**src/rtl/mbsd_pkg.sv**
```systemverilog
// types and constants shared by the midi byte stream decoder
// no dependencies
`default_nettype none

package mbsd_pkg;

    localparam logic [7:0] STATUS_MASK = 8'h80;

    localparam logic [3:0] CMD_NOTE_OFF   = 4'h8;
    localparam logic [3:0] CMD_NOTE_ON    = 4'h9;
    localparam logic [3:0] CMD_POLY_PRESS = 4'hA;
    localparam logic [3:0] CMD_CONTROL    = 4'hB;
    localparam logic [3:0] CMD_PROGRAM    = 4'hC;
    localparam logic [3:0] CMD_CHAN_PRESS = 4'hD;
    localparam logic [3:0] CMD_PITCH_BEND = 4'hE;
    localparam logic [3:0] CMD_SYSTEM     = 4'hF;

    localparam logic [3:0] SYS_SONG_POS   = 4'h2;
    localparam logic [3:0] SYS_SONG_SEL   = 4'h3;
    localparam logic [3:0] SYS_BUS_SEL    = 4'h5;
    localparam logic [3:0] SYS_TUNE_REQ   = 4'h6;
    localparam logic [3:0] SYS_CLOCK      = 4'h8;
    localparam logic [3:0] SYS_START      = 4'hA;
    localparam logic [3:0] SYS_CONTINUE   = 4'hB;
    localparam logic [3:0] SYS_STOP       = 4'hC;
    localparam logic [3:0] SYS_SENSING    = 4'hE;
    localparam logic [3:0] SYS_RESET      = 4'hF;

    localparam logic [1:0] DATA_TWO = 2'(3 - 1);
    localparam logic [1:0] DATA_ONE = 2'(2 - 1);

    typedef struct packed {
        logic       collecting;
        logic [7:0] status;
        logic [6:0] data1;
        logic [6:0] data2;
        logic [1:0] remaining;
        logic [1:0] position;
    } t_state;

    typedef struct packed {
        logic       valid;
        logic [7:0] status;
        logic [6:0] data1;
        logic [6:0] data2;
        logic [1:0] length;
    } t_result;

endpackage

`default_nettype wire

```
**src/rtl/mbsd_parse.sv**
```systemverilog
// per-word parse step: next parser state and the finished message, if any
// depends on mbsd_pkg
`default_nettype none

module mbsd_parse (
    input  wire logic [7:0]      i_byte,
    input  wire mbsd_pkg::t_state i_state,
    output mbsd_pkg::t_state     o_state,
    output mbsd_pkg::t_result    o_result
);
    import mbsd_pkg::*;

    logic       status_seen;
    logic [3:0] cmd;
    logic [3:0] sub;
    logic [1:0] rem_dec;
    logic [1:0] pos_inc;
    t_state     cleared;
    t_state     gathered;

    assign status_seen = (i_byte & STATUS_MASK) != 8'h00;
    assign cmd         = i_byte[7:4];
    assign sub         = i_byte[3:0];
    assign rem_dec     = i_state.remaining - 2'd1;
    assign pos_inc     = i_state.position + 2'd1;
    assign cleared     = '0;

    always_comb begin
        gathered           = i_state;
        gathered.remaining = rem_dec;
        gathered.position  = pos_inc;
        case (i_state.position)
            2'd0:    gathered.status = i_state.status | i_byte;
            2'd1:    gathered.data1  = i_state.data1 | i_byte[6:0];
            2'd2:    gathered.data2  = i_state.data2 | i_byte[6:0];
            default: gathered        = gathered;
        endcase
    end

    always_comb begin
        o_state  = i_state;
        o_result = '0;
        if (i_state.collecting && !status_seen && i_state.remaining != 2'd0) begin
            if (rem_dec == 2'd0) begin
                o_state         = cleared;
                o_result.valid  = 1'b1;
                o_result.status = gathered.status;
                o_result.data1  = gathered.data1;
                o_result.data2  = gathered.data2;
                o_result.length = pos_inc;
            end else begin
                o_state = gathered;
            end
        end else if (!status_seen) begin
            o_state = cleared;
        end else begin
            o_state = cleared;
            unique case (cmd)
                CMD_NOTE_OFF, CMD_NOTE_ON, CMD_POLY_PRESS, CMD_CONTROL: begin
                    o_state.collecting = 1'b1;
                    o_state.status     = i_byte;
                    o_state.remaining  = DATA_TWO;
                    o_state.position   = 2'd1;
                end
                CMD_PROGRAM, CMD_CHAN_PRESS, CMD_PITCH_BEND: begin
                    o_state.collecting = 1'b1;
                    o_state.status     = i_byte;
                    o_state.remaining  = DATA_ONE;
                    o_state.position   = 2'd1;
                end
                CMD_SYSTEM: begin
                    case (sub) inside
                        SYS_SONG_POS: begin
                            o_state.collecting = 1'b1;
                            o_state.status     = i_byte;
                            o_state.remaining  = DATA_TWO;
                            o_state.position   = 2'd1;
                        end
                        SYS_SONG_SEL, SYS_BUS_SEL: begin
                            o_state.collecting = 1'b1;
                            o_state.status     = i_byte;
                            o_state.remaining  = DATA_ONE;
                            o_state.position   = 2'd1;
                        end
                        SYS_TUNE_REQ, SYS_CLOCK, SYS_START, SYS_CONTINUE,
                        SYS_STOP, SYS_SENSING, SYS_RESET: begin
                            o_result.valid  = 1'b1;
                            o_result.status = i_byte;
                            o_result.length = 2'd1;
                        end
                        default: o_state = cleared;
                    endcase
                end
                default: o_state = cleared;
            endcase
        end
    end

endmodule

`default_nettype wire

```
**src/rtl/midi_byte_stream_decoder.sv**
```systemverilog
// midi byte stream decoder top level: input register, parser state, result register
// depends on mbsd_pkg and mbsd_parse
`default_nettype none

// Takes one MIDI byte per word and gives out each completed message (status byte,
// up to two data bytes and its length) as one result word. One word is taken every
// cycle while o_stall is low. A word is first held in the input register; then the
// parse step writes its result, if it has one, into the result register once that
// register is not stalled, and the receiver takes it from there. The parse step
// between them is a single pass over the byte and the parser state. While the result
// register is stalled, the input register holds one more word before o_stall rises.
// There is no running status; SysEx and undefined status bytes drop a partial
// message and give nothing.
module midi_byte_stream_decoder (
    input  wire logic       i_clk,
    input  wire logic       i_rst_n,
    input  wire logic       i_valid,
    output logic            o_stall,
    input  wire logic [7:0] i_midi_byte,
    output logic            o_valid,
    input  wire logic       i_stall,
    output logic [7:0]      o_status_byte,
    output logic [6:0]      o_first_data,
    output logic [6:0]      o_second_data,
    output logic [1:0]      o_message_length
);
    import mbsd_pkg::*;

    logic       r_in_valid;
    logic [7:0] r_in_byte;
    t_state     r_state;
    t_state     n_state;
    t_result    n_result;
    logic       r_out_valid;
    logic [7:0] r_out_status;
    logic [6:0] r_out_data1;
    logic [6:0] r_out_data2;
    logic [1:0] r_out_length;
    logic       out_blocked;
    logic       proc_fire;

    assign out_blocked = r_out_valid && i_stall;
    assign proc_fire   = r_in_valid && !out_blocked;
    assign o_stall     = r_in_valid && out_blocked;

    mbsd_parse u_parse (
        .i_byte   (r_in_byte),
        .i_state  (r_state),
        .o_state  (n_state),
        .o_result (n_result)
    );

    always_ff @(posedge i_clk) begin
        if (!i_rst_n) begin
            r_in_valid <= 1'b0;
        end else if (i_valid && !o_stall) begin
            r_in_valid <= 1'b1;
        end else if (proc_fire) begin
            r_in_valid <= 1'b0;
        end
    end

    always_ff @(posedge i_clk) begin
        if (i_valid && !o_stall) begin
            r_in_byte <= i_midi_byte;
        end
    end

    always_ff @(posedge i_clk) begin
        if (!i_rst_n) begin
            r_state     <= '0;
            r_out_valid <= 1'b0;
        end else if (proc_fire) begin
            r_state     <= n_state;
            r_out_valid <= n_result.valid;
        end else if (!i_stall) begin
            r_out_valid <= 1'b0;
        end
    end

    always_ff @(posedge i_clk) begin
        if (proc_fire) begin
            r_out_status <= n_result.status;
            r_out_data1  <= n_result.data1;
            r_out_data2  <= n_result.data2;
            r_out_length <= n_result.length;
        end
    end

    assign o_valid          = r_out_valid;
    assign o_status_byte    = r_out_status;
    assign o_first_data     = r_out_data1;
    assign o_second_data    = r_out_data2;
    assign o_message_length = r_out_length;

    a_stall_needs_held_word: assert property (@(posedge i_clk) disable iff (!i_rst_n)
        o_stall |-> (r_in_valid && r_out_valid))
        else $error("stall raised without a held word behind a stalled result");

    a_collect_has_remaining: assert property (@(posedge i_clk) disable iff (!i_rst_n)
        r_state.collecting |-> (r_state.remaining != 2'd0 && r_state.position != 2'd0))
        else $error("collecting with no data bytes expected");

    a_result_length: assert property (@(posedge i_clk) disable iff (!i_rst_n)
        o_valid |-> (o_message_length != 2'd0 && o_status_byte[7]))
        else $error("result word with bad length or status byte");

    a_short_message_zero: assert property (@(posedge i_clk) disable iff (!i_rst_n)
        (o_valid && o_message_length != 2'd3) |-> (o_second_data == 7'd0))
        else $error("second data byte set in a short message");

endmodule

`default_nettype wire
```
**config.mk**
```make
export PLATFORM = sky130hd
export DESIGN_NAME = midi_byte_stream_decoder
export DESIGN_NICKNAME = d
export VERILOG_FILES = /design/src/rtl/mbsd_pkg.sv /design/src/rtl/mbsd_parse.sv /design/src/rtl/midi_byte_stream_decoder.sv
export SDC_FILE = /design/constraint.sdc
export NUM_CORES = 1
export LEC_CHECK = 0
export ABC_AREA = 1
export BUFFER_PORTS_ARGS = -buffer_cell sky130_fd_sc_hd__buf_2
export CORE_ASPECT_RATIO = 1.1
export CORE_UTILIZATION = 45
export CTS_BUF_LIST = sky130_fd_sc_hd__clkbuf_4 sky130_fd_sc_hd__clkbuf_8 sky130_fd_sc_hd__clkbuf_16
export CTS_CLUSTER_SIZE = 8
export DETAILED_ROUTE_END_ITERATION = 7
export PLACE_DENSITY = 0.73
export SYNTH_ARGS = -nofsm -noshare
export SYNTH_HDL_FRONTEND = slang
export SYNTH_SLANG_ARGS = --single-unit
```
**constraint.sdc**
```tcl
create_clock -name i_clk -period 1.5 [get_ports i_clk]
set_clock_uncertainty 0.05 [all_clocks]
set_input_delay 0 -clock i_clk [delete_from_list [all_inputs] [get_ports i_clk]]
set_output_delay 0 -clock i_clk [all_outputs]
set_load 0.1 [all_outputs]
```
[Word-level counts from Yosys, hierarchy flattened]
Index checks and enable logic that the tools add are counted.
Operators by class
  add/subtract/negate cells: 2
  equal/unequal tests: 22
  muxes and demuxes: 29
  bitwise logic cells: 3
  reduce and logical (&&, ||, !) cells: 20
Operator list (count)
  $mux 27: 3
  $mux 9: 8
  $eq 4x4->1 const B: 14
  $mux 25: 1
  $pmux 9 s2: 1
  $mux 7: 2
  $or 7x7->7: 2
  $reduce_or 7->1: 2
  $pmux 4 s3: 1
  $mux 2: 5
  $eq 4x2->1 const B: 2
  $eq 4x3->1 const B: 2
  $mux 8: 1
  $or 8x8->8: 1
  $logic_and 1x1->1: 6
  $mux 1: 5
  $logic_not 2->1: 2
  $mux 4: 1
  $reduce_and 2->1: 2
  $reduce_bool 2->1: 2
  $reduce_or 4->1: 1
  $logic_not 1->1: 3
  $mux 3: 1
  $reduce_or 3->1: 1
  7 further kinds: 7
Word-level totals
  register bits: 61
  bits of input ports: 12
  output and inout bits: 26

[Longest topological paths before layout]
Gate-level depths: netlist of the first run.
  word-level depth: 9
  depth in mapped cells: 9
  mapped depth without buffers: 8

[Cells and area by module]
Synthesis of the first run repeated with hierarchy kept, for this count alone.
Second synthesis, totals
  cells, all modules: 378
  area total of the unflattened synthesis: 3061.7 um^2
By module, submodules not included
  midi_byte_stream_decoder: times used 1, cells each 221, area an instance 2239.6 um^2
  mbsd_parse: times used 1, cells each 157, area an instance 822.0 um^2

[Least setup slack after synthesis of the first run]
Ideal clock, no wire load.
  path type: register -> register
  start point: reg r_out_valid (netlist: o_valid)
  end point: reg r_in_byte[0], enable pin
  setup time: 273 ps
  arrival: 2854 ps
  required time: 1177 ps
  setup slack: -1677 ps
  cell stages (with the launch flop): 6
  buffers on the path: 0
  cells stage by stage: dfxtp_1 nand2_1 nor2_1 inv_1 nand2_1 inv_1
On the way
  cells in the longest elaborated chain, start to end: 4
RTL lines
  from (decl): line midi_byte_stream_decoder.sv:34  | logic r_out_valid;
  from (signal assigned): line midi_byte_stream_decoder.sv:75  | r_out_valid <= n_result.valid;
  $logic_and 1x1->1: line midi_byte_stream_decoder.sv:42  | assign out_blocked = r_out_valid && i_stall;
  $logic_and 1x1->1: line midi_byte_stream_decoder.sv:44  | assign o_stall = r_in_valid && out_blocked;
  via o_stall: line midi_byte_stream_decoder.sv:18  | output logic o_stall,
  $logic_not 1->1: line midi_byte_stream_decoder.sv:64  | if (i_valid && !o_stall) begin
  $logic_and 1x1->1: line midi_byte_stream_decoder.sv:64
  to (signal assigned): line midi_byte_stream_decoder.sv:65  | r_in_byte <= i_midi_byte;
  to (decl): line midi_byte_stream_decoder.sv:30  | logic [7:0] r_in_byte;
The timed path passes the listed nets, and every way through them passes these cells.
A chain may end at the register's enable or synchronous reset.

[Final worst setup path of the first run]
  start point: reg r_in_byte[3]
  end point: reg r_state[25] (netlist name)
On the way
  cells in the longest elaborated chain, start to end: 7
  elaborated cells between the ends (all ways): 9
RTL lines
  $eq 4x3->1 (no source line) / $eq 4x2->1 (equally long branches)
  $reduce_or 2->1: line mbsd_parse.sv:72  | case (sub) inside
  $mux 9: line mbsd_parse.sv:72
  $mux 9 (*): line mbsd_parse.sv:72
  $pmux 9 s2 (*): line mbsd_parse.sv:58  | unique case (cmd)
  $mux 27 (*): line mbsd_parse.sv:54  | end else if (!status_seen) begin
  $mux 27 (*): line mbsd_parse.sv:43  | if (i_state.collecting && !status_seen && i_state.remaining != 2'd0) begin
  to (signal assigned): line midi_byte_stream_decoder.sv:74  | r_state <= n_state;
  to (decl): line midi_byte_stream_decoder.sv:31  | t_state r_state;
Every way passes the cells marked *; elsewhere a longest branch is shown, timed or not.

==> results of run 1 <==
==> per-stage QoR <==
stage	power, mW	setup WS, ns	hold WS [ns]	cells
6_report	3.98	0.0622	0.315	448
3_5_place_dp	2.37	0.00358	0.128	418
2_1_floorplan	2.24	-0.175	0.0489	294
4_1_cts	3.97	0.00612	0.303	446
5_1_grt	4.12	-0.00456	0.319	448
3_3_place_gp	2.37	0.0203	0.128	418
==> path summary, 6_finish.rpt <==
path | from | endpoint | slack [ns]
worst min register to register | r_in_valid | o_valid | 0.42
worst max-delay path | r_in_byte[3] | r_state[25] | 0.06
worst max register to register | r_in_byte[3] | r_state[25] | 0.06
worst min-delay path | i_midi_byte[3] | r_in_byte[3] | 0.31
==> registers in the layout (all words and copies together), names as in the netlist <==
signal            cells
o_second_data         7
o_status_byte         8
o_message_length      2
r_in_byte             8
o_first_data          7
r_in_valid            1
r_state              27
o_valid               1
==> cells in the final DEF (no fill, tap or decap), drive strengths merged, types with 10 or more instances in the layout <==
cell          n
dfxtp        29
a21oi        32
edfxtp       32
o21ai        21
nand2        44
clkbuf       10
nand3        13
a31oi        15
dlygate4sd3  11
buf          65
nor2         45
inv          34
==> per-layer routing <==
layer,GRT usage [%],vias up
li1,-,1137
met1,26.3,1054
met2,29.8,98
met3,4.61,24
met4,10.4,0
met5,0,-
==> power groups by stage <==
stage          clock, mW  combinational (mW)  sequential [mW]
2_1_floorplan          0               0.218             2.02
3_3_place_gp           0               0.492             1.88
3_5_place_dp           0               0.495             1.88
4_1_cts             1.61               0.523             1.84
5_1_grt             1.68               0.586             1.85
6_report            1.59               0.547             1.84
==> cells by family (layout without fill, tap and decap cells) <==
kind of cell | count (synthesis) | count (layout)
DFF | 61 | 61
buffers and inverters | 46 | 123
and+or+nand+nor | 105 | 105
adders and majority gates | 5 | 5
AOI/OAI and AO/OA | 77 | 77
==> layout make-up <==
cell class / count / area, µm² / area share [%]
Timing Repair Buffer: 76 / 543 / 15.4
Clock buffer: 10 / 149 / 4.23
Sequential cell: 61 / 1550 / 43.9
Clock inverter: 6 / 73.8 / 2.10
Tap cell: 77 / 96.3 / 2.74
Multi-Input combinational cell: 187 / 983 / 27.9
Inverter: 31 / 129 / 3.66
==> repair_timing <==
item | 4_1_cts | 5_1_grt
hold buffers | 11 | 0
gates resized for setup | 0 | 18
endpoints found under the setup margin | 6 | 38
endpoints found under the hold margin | 27 | 0
buffers inserted | 1 | 2
pin swaps | 1 | 2
==> reports/metrics.csv, run 1 <==
stage,metric,value,unit
setup_path,path_cells,"inv_1, nand4_1, nand2_1, o21bai_1, a21oi_1",
synth,synth_cells,294,
clocking,clock-sinks,61,
power_and_ir_drop,switching_share,27.7,%
setup_path,worstSetupEndpointType,flop,
sta,finalHoldViolations,0,
detailed_routing,via_count,2313,
power_and_ir_drop,comb_power_share,13.8,%
clocking,cts_tree,yes,
run_status,status,"finished, final reports clean",
place,hpwl,4.04,mm
clocking,numCtsBuffers,9,
synth,yosys-mux-area-fraction,0,%
power_and_ir_drop,p_per_area,1130,mW/mm²
power_and_ir_drop,vdd_drop_max,0.000734,V
place,io_buffers,37,
detailed_routing,firstDrtPassIters,5,
place,dpl_cell_area,0.00314,mm²
detailed_routing,via_per_inst,5.16,
synth,ys_types,24,
clocking,cts_root_buf,clkbuf_8,
grt,antenna_found_initial,0,
setup_path,critical_path_required,1.67,ns
grt,grt_max_degree,23,
synth,syn_area_per_cell,9.13,µm²
floorplan,dieArea,0.00628,mm²
detailed_routing,drt_iter0_drc,181,
grt,grt_pass1_vias,2022,
job,maxCapViolCount,0,
sta,max_freq,696,MHz
cells_and_area,synthToLayoutAreaGrowth,31.2,%
synth,synth-async-reset-ratio,0,%
setup_path,cp.arrival,1.60,ns
synth,synth-compound-area-share,15.9,%
synth,synth_fa_ha_area_share,2.33,%
detailed_routing,met2WireLength,2.88,mm
setup_path,cp_slowest_cell,edfxtp_1,
synth,yosysMostFrequentCell,nand2_1,
synth,synthSimpleGateAreaFrac,16.9,%
synth,synth_ff_type,edfxtp_1,
floorplan,core,0.00577,mm²
floorplan,start_util,46.5,%
clocking,htreeDepth,3,
synth,synth_top_family_by_area,simple AND/OR/NAND/NOR gates,
power_and_ir_drop,p_int,2.88,mW
sta,maxSlewViolCount,0,
detailed_routing,drt-total-wl,5.98,mm
power_and_ir_drop,p_sw,1.10,mW
synth,yosys.area_share.xor_xnor,0,%
synth,syn_nets,311,
min_path,min_path_cells,2,
place,finalWeightedCongestion,0.974,
cells_and_area,diodes,0,
sta,fin_tns_setup,0,ns
sta,setup_viol,0,
cells_and_area,drive_gt1_share,28.8,%
setup_path,worst_setup_path_start_kind,flop,
sta,finalCriticalPeriod,1.44,ns
clocking,clk_path_buf_depth,2,
setup_path,crit_fanout,5,
setup_path,crit_buf_inv,1,
floorplan,die_w,75.6,µm
synth,synth_edf_count,32,
synth,synth-seq-cells,61,
synth,synthDominantCellAreaShare,35.8,%
grt,gr-total-overflow,0,
sta,relSlewSlack,67.9,%
floorplan,die_h,83.0,µm
synth,synth_area_leader_cell,edfxtp_1,
power_and_ir_drop,power_frac_seq,46.3,%
min_path,holdCritPathClass,in2reg,
detailed_routing,drtAntennaViolNets,0,
setup_path,critical_path_class,reg2reg,
sta,worst_pin_slew,0.481,ns
cells_and_area,fillers,481,
detailed_routing,highest_layer,met4,
cells_and_area,final_nets,383,
floorplan,rows,29,
cells_and_area,fin_util,61.0,%
grt,grt_pass1_wl,9.28,mm
setup_path,slowest_delay,0.49,ns
power_and_ir_drop,p_leak,1.50,nW
synth,yosys-top-cells-area,"edfxtp_1 (36%), dfxtp_1 (22%), a21oi_1 (6.0%), nand2_1 (5.9%), nor2_1 (5.7%)",
detailed_routing,m1WireLength,2.62,mm
sta,period_share,95.9,%
clocking,clk_pin_slew,0.07,ns
synth,ys_warn_count,0,
clocking,clk_latency,0.34,ns
grt,grt_use_total,19.9,%
cells_and_area,postLayoutCellArea,0.00352,mm²
synth,synth_area,0.00268,mm²
detailed_routing,wl_met3,345,µm
sta,rsz0062_at_grt,yes,
setup_path,reg2reg_depth,5,
floorplan,pin_count,38,
setup_path,cp.depth,5,
setup_path,critical_path.top_delay_family,flip-flops,
power_and_ir_drop,clkPwrFrac,40.0,%
synth,synth_common_cells,"nand2_1 (42), nor2_1 (41), a21oi_1 (32), edfxtp_1 (32)",
detailed_routing,drc,0,
synth,ys_seq_area_share,57.4,%
detailed_routing,wl_per_cell,13.3,µm
No activity file was read; power rests on OpenSTA's default activity.
==> run 2, diff against run 1 <==
--- a/config.mk
+++ b/config.mk
@@ -5,7 +5,6 @@
 export SDC_FILE = /design/constraint.sdc
 export NUM_CORES = 1
 export LEC_CHECK = 0
-export ABC_AREA = 1
 export BUFFER_PORTS_ARGS = -buffer_cell sky130_fd_sc_hd__buf_2
 export CORE_ASPECT_RATIO = 1.1
 export CORE_UTILIZATION = 45
==> reports/metrics.csv, run 2 <==
stage,metric,value,unit
run_status,status,finished with violations,
run_status,violations,setup timing,
power_and_ir_drop,p_leak,1.35,nW
setup_path,critical_path_class,reg2reg,
sta,finalHoldViolations,0,
setup_path,crit_fanout,8,
sta,period_share,114,%
detailed_routing,drtAntennaViolNets,0,
cells_and_area,diodes,0,
floorplan,rows,28,
cells_and_area,fin_util,64.5,%
grt,grt_pass1_wl,8.81,mm
cells_and_area,largest_register_ffs,27,
sta,worst_pin_slew,0.489,ns
cells_and_area,multi_input_area,0.00108,mm²
grt,grt_use_total,19.9,%
place,hpwl,3.72,mm
power_and_ir_drop,comb_power_share,14.6,%
setup_path,crit_end,r_state[22],
sta,relSlewSlack,67.6,%
synth,synth_area,0.00263,mm²
grt,grt_max_degree,20,
power_and_ir_drop,switching_share,25.3,%
synth,synth_cells,257,
synth,synth_edf_count,32,
grt,gr-usage-met1,24.8,%
synth,ys_types,40,
cells_and_area,fillers,440,
grt,gr-total-overflow,0,
cells_and_area,drive_gt1_share,36.0,%
power_and_ir_drop,p_int,3.03,mW
clocking,htreeDepth,3,
synth,synth_common_cells,"a21oi_1 (41), nor2_1 (39), edfxtp_1 (32), dfxtp_1 (29), o21ai_0 (24)",
cells_and_area,final_nets,345,
clocking,clk_pin_slew,0.06,ns
synth,ys_seq_area_share,58.6,%
grt,grt_pass1_vias,1910,
setup_path,worstSetupEndpointType,flop,
synth,synthDominantCellAreaShare,36.5,%
setup_path,critical_path_required,1.71,ns
synth,syn_area_per_cell,10.2,µm²
detailed_routing,drt_iter0_drc,130,
job,maxCapViolCount,0,
detailed_routing,drt-total-wl,5.47,mm
place,io_buffers,37,
detailed_routing,firstDrtPassIters,4,
sta,max_freq,587,MHz
sta,setup_viol,30,
synth,syn_nets,274,
power_and_ir_drop,p_per_area,1140,mW/mm²
power_and_ir_drop,power_frac_seq,45.5,%
detailed_routing,wl_per_cell,13.4,µm
synth,synth_area_leader_cell,edfxtp_1,
grt,busiest_layer,met2,
sta,rsz0062_at_grt,yes,
cells_and_area,final_common_cell,a21oi_1,
sta,setup_ws,-0.203,ns
synth,synth_ff_type,edfxtp_1,
clocking,clk_latency,0.34,ns
clocking,cts_root_buf,clkbuf_8,
setup_path,cp.arrival,1.91,ns
power_and_ir_drop,clkPwrFrac,39.9,%
synth,yosysMostFrequentCell,a21oi_1,
grt,grt.met2_usage,32.1,%
floorplan,start_util,47.9,%
power_and_ir_drop,vdd_drop_max,0.000778,V
floorplan,pin_count,38,
synth,synth-seq-cells,61,
place,finalWeightedCongestion,0.869,
floorplan,die_w,74.9,µm
sta,maxSlewViolCount,0,
synth,synth-async-reset-ratio,0,%
clocking,numCtsBuffers,9,
clocking,clock-sinks,61,
cells_and_area,final_cell_mix,"a21oi_1 (39), buf_2 (37), nor2_1 (32), edfxtp_1 (32)",
min_path,holdCritPathClass,in2reg,
floorplan,core,0.00550,mm²
power_and_ir_drop,p_sw,1.03,mW
cells_and_area,synthToLayoutAreaGrowth,34.8,%
grt,antenna_found_initial,0,
grt,grt_use_met3,4.73,%
min_path,hp-start,i_midi_byte[3],
detailed_routing,via_count,2145,
synth,ys_warn_count,0,
clocking,cts_tree,yes,
setup_path,worst_setup_path_start_kind,flop,
detailed_routing,drc,0,
floorplan,dieArea,0.00616,mm²
synth,yosys-top-cells-area,"edfxtp_1 (37%), dfxtp_1 (22%), a21oi_1 (7.8%), nor2_1 (5.6%), o21ai_0 (4.6%)",
setup_path,startpoint,r_state[2],
floorplan,die_h,82.2,µm
cells_and_area,max_flop_register,r_state,
detailed_routing,via_per_inst,5.26,
setup_path,r2r-start,r_state[2],
sta,finalCriticalPeriod,1.70,ns
place,dp_slack,-0.248,ns
setup_path,reg2reg_depth,7,
setup_path,ff2ff_setup_slack,-0.20,ns
setup_path,r2r-end,r_state[22],
clocking,clk_path_buf_depth,2,
cells_and_area,regArea,0.00155,mm²
## run 2: cell type report
type / count / share of cell area (%)
well taps: 75 / 2.64
repair buffers: 80 / 16.1
flip-flops and latches: 61 / 43.6
inverters: 10 / 1.06
clock buffers: 11 / 4.27
clock inverters: 5 / 2.04
multi-input cells: 166 / 30.3
## run 2: repair_timing
item,CTS,global route
cloned,1,1
hold endpoints to repair,17,0
resized for setup,18,22
setup endpoints to repair,45,49
buffers inserted,2,0
hold buffers,11,0
pin swaps,12,8
## run 2: worst min-delay path by stage
stage,end,cells past startpoint
final,r_in_byte[3],2
after global routing,r_in_byte[0],2
after floorplan,r_in_byte[0],0
after detailed placement,r_in_byte[0],1
after global placement,r_in_byte[1],1
after CTS,r_in_byte[1],2
## run 2: cell families after synthesis
| group | Yosys count | share of synthesized area (%) |
|---|---|---|
| compound gates | 89 | 20.0 |
| simple gates | 70 | 13.3 |
| flops | 61 | 58.6 |
| buf+inv | 31 | 5.47 |
| fa+ha+maj | 5 | 2.38 |
| xor+xnor | 1 | 0.333 |
## run 2: per-stage QoR
stage          std cells  total power, mW  TNS, ns  instance area [µm²]  hold slack (ns)
5_1_grt              408             4.19    -6.57                 3550            0.316
4_1_cts              407             4.05    -4.09                 3480            0.305
3_5_place_dp         377             2.41    -5.66                 3070            0.128
2_1_floorplan        257             2.26    -2.33                 2670           0.0489
3_3_place_gp         377             2.40    -3.78                 3070            0.128
6_report             408             4.06    -4.18                 3550            0.315
## run 2: routing by layer
layer	part of all wire [%]	vias to the layer above
li1	-	1067
met1	46	994
met2	47	72
met3	4.9	12
met4	2.3	0
met5	0	-
## run 2: power groups by stage
stage,clock [mW],combinational [mW],sequential (mW)
3_5_place_dp,0,0.525,1.88
4_1_cts,1.64,0.571,1.85
6_report,1.62,0.594,1.85
5_1_grt,1.70,0.640,1.85
2_1_floorplan,0,0.223,2.03
3_3_place_gp,0,0.520,1.88
## run 2: critical path: stages, from the launching register on
cell and delay (ns):
dfxtp_2 0.35, inv_2 0.05, ha_4 0.15, or4b_4 0.51
buf_8 0.17, o22ai_4 0.12, nand2_1 0.07, a31oi_1 0.16
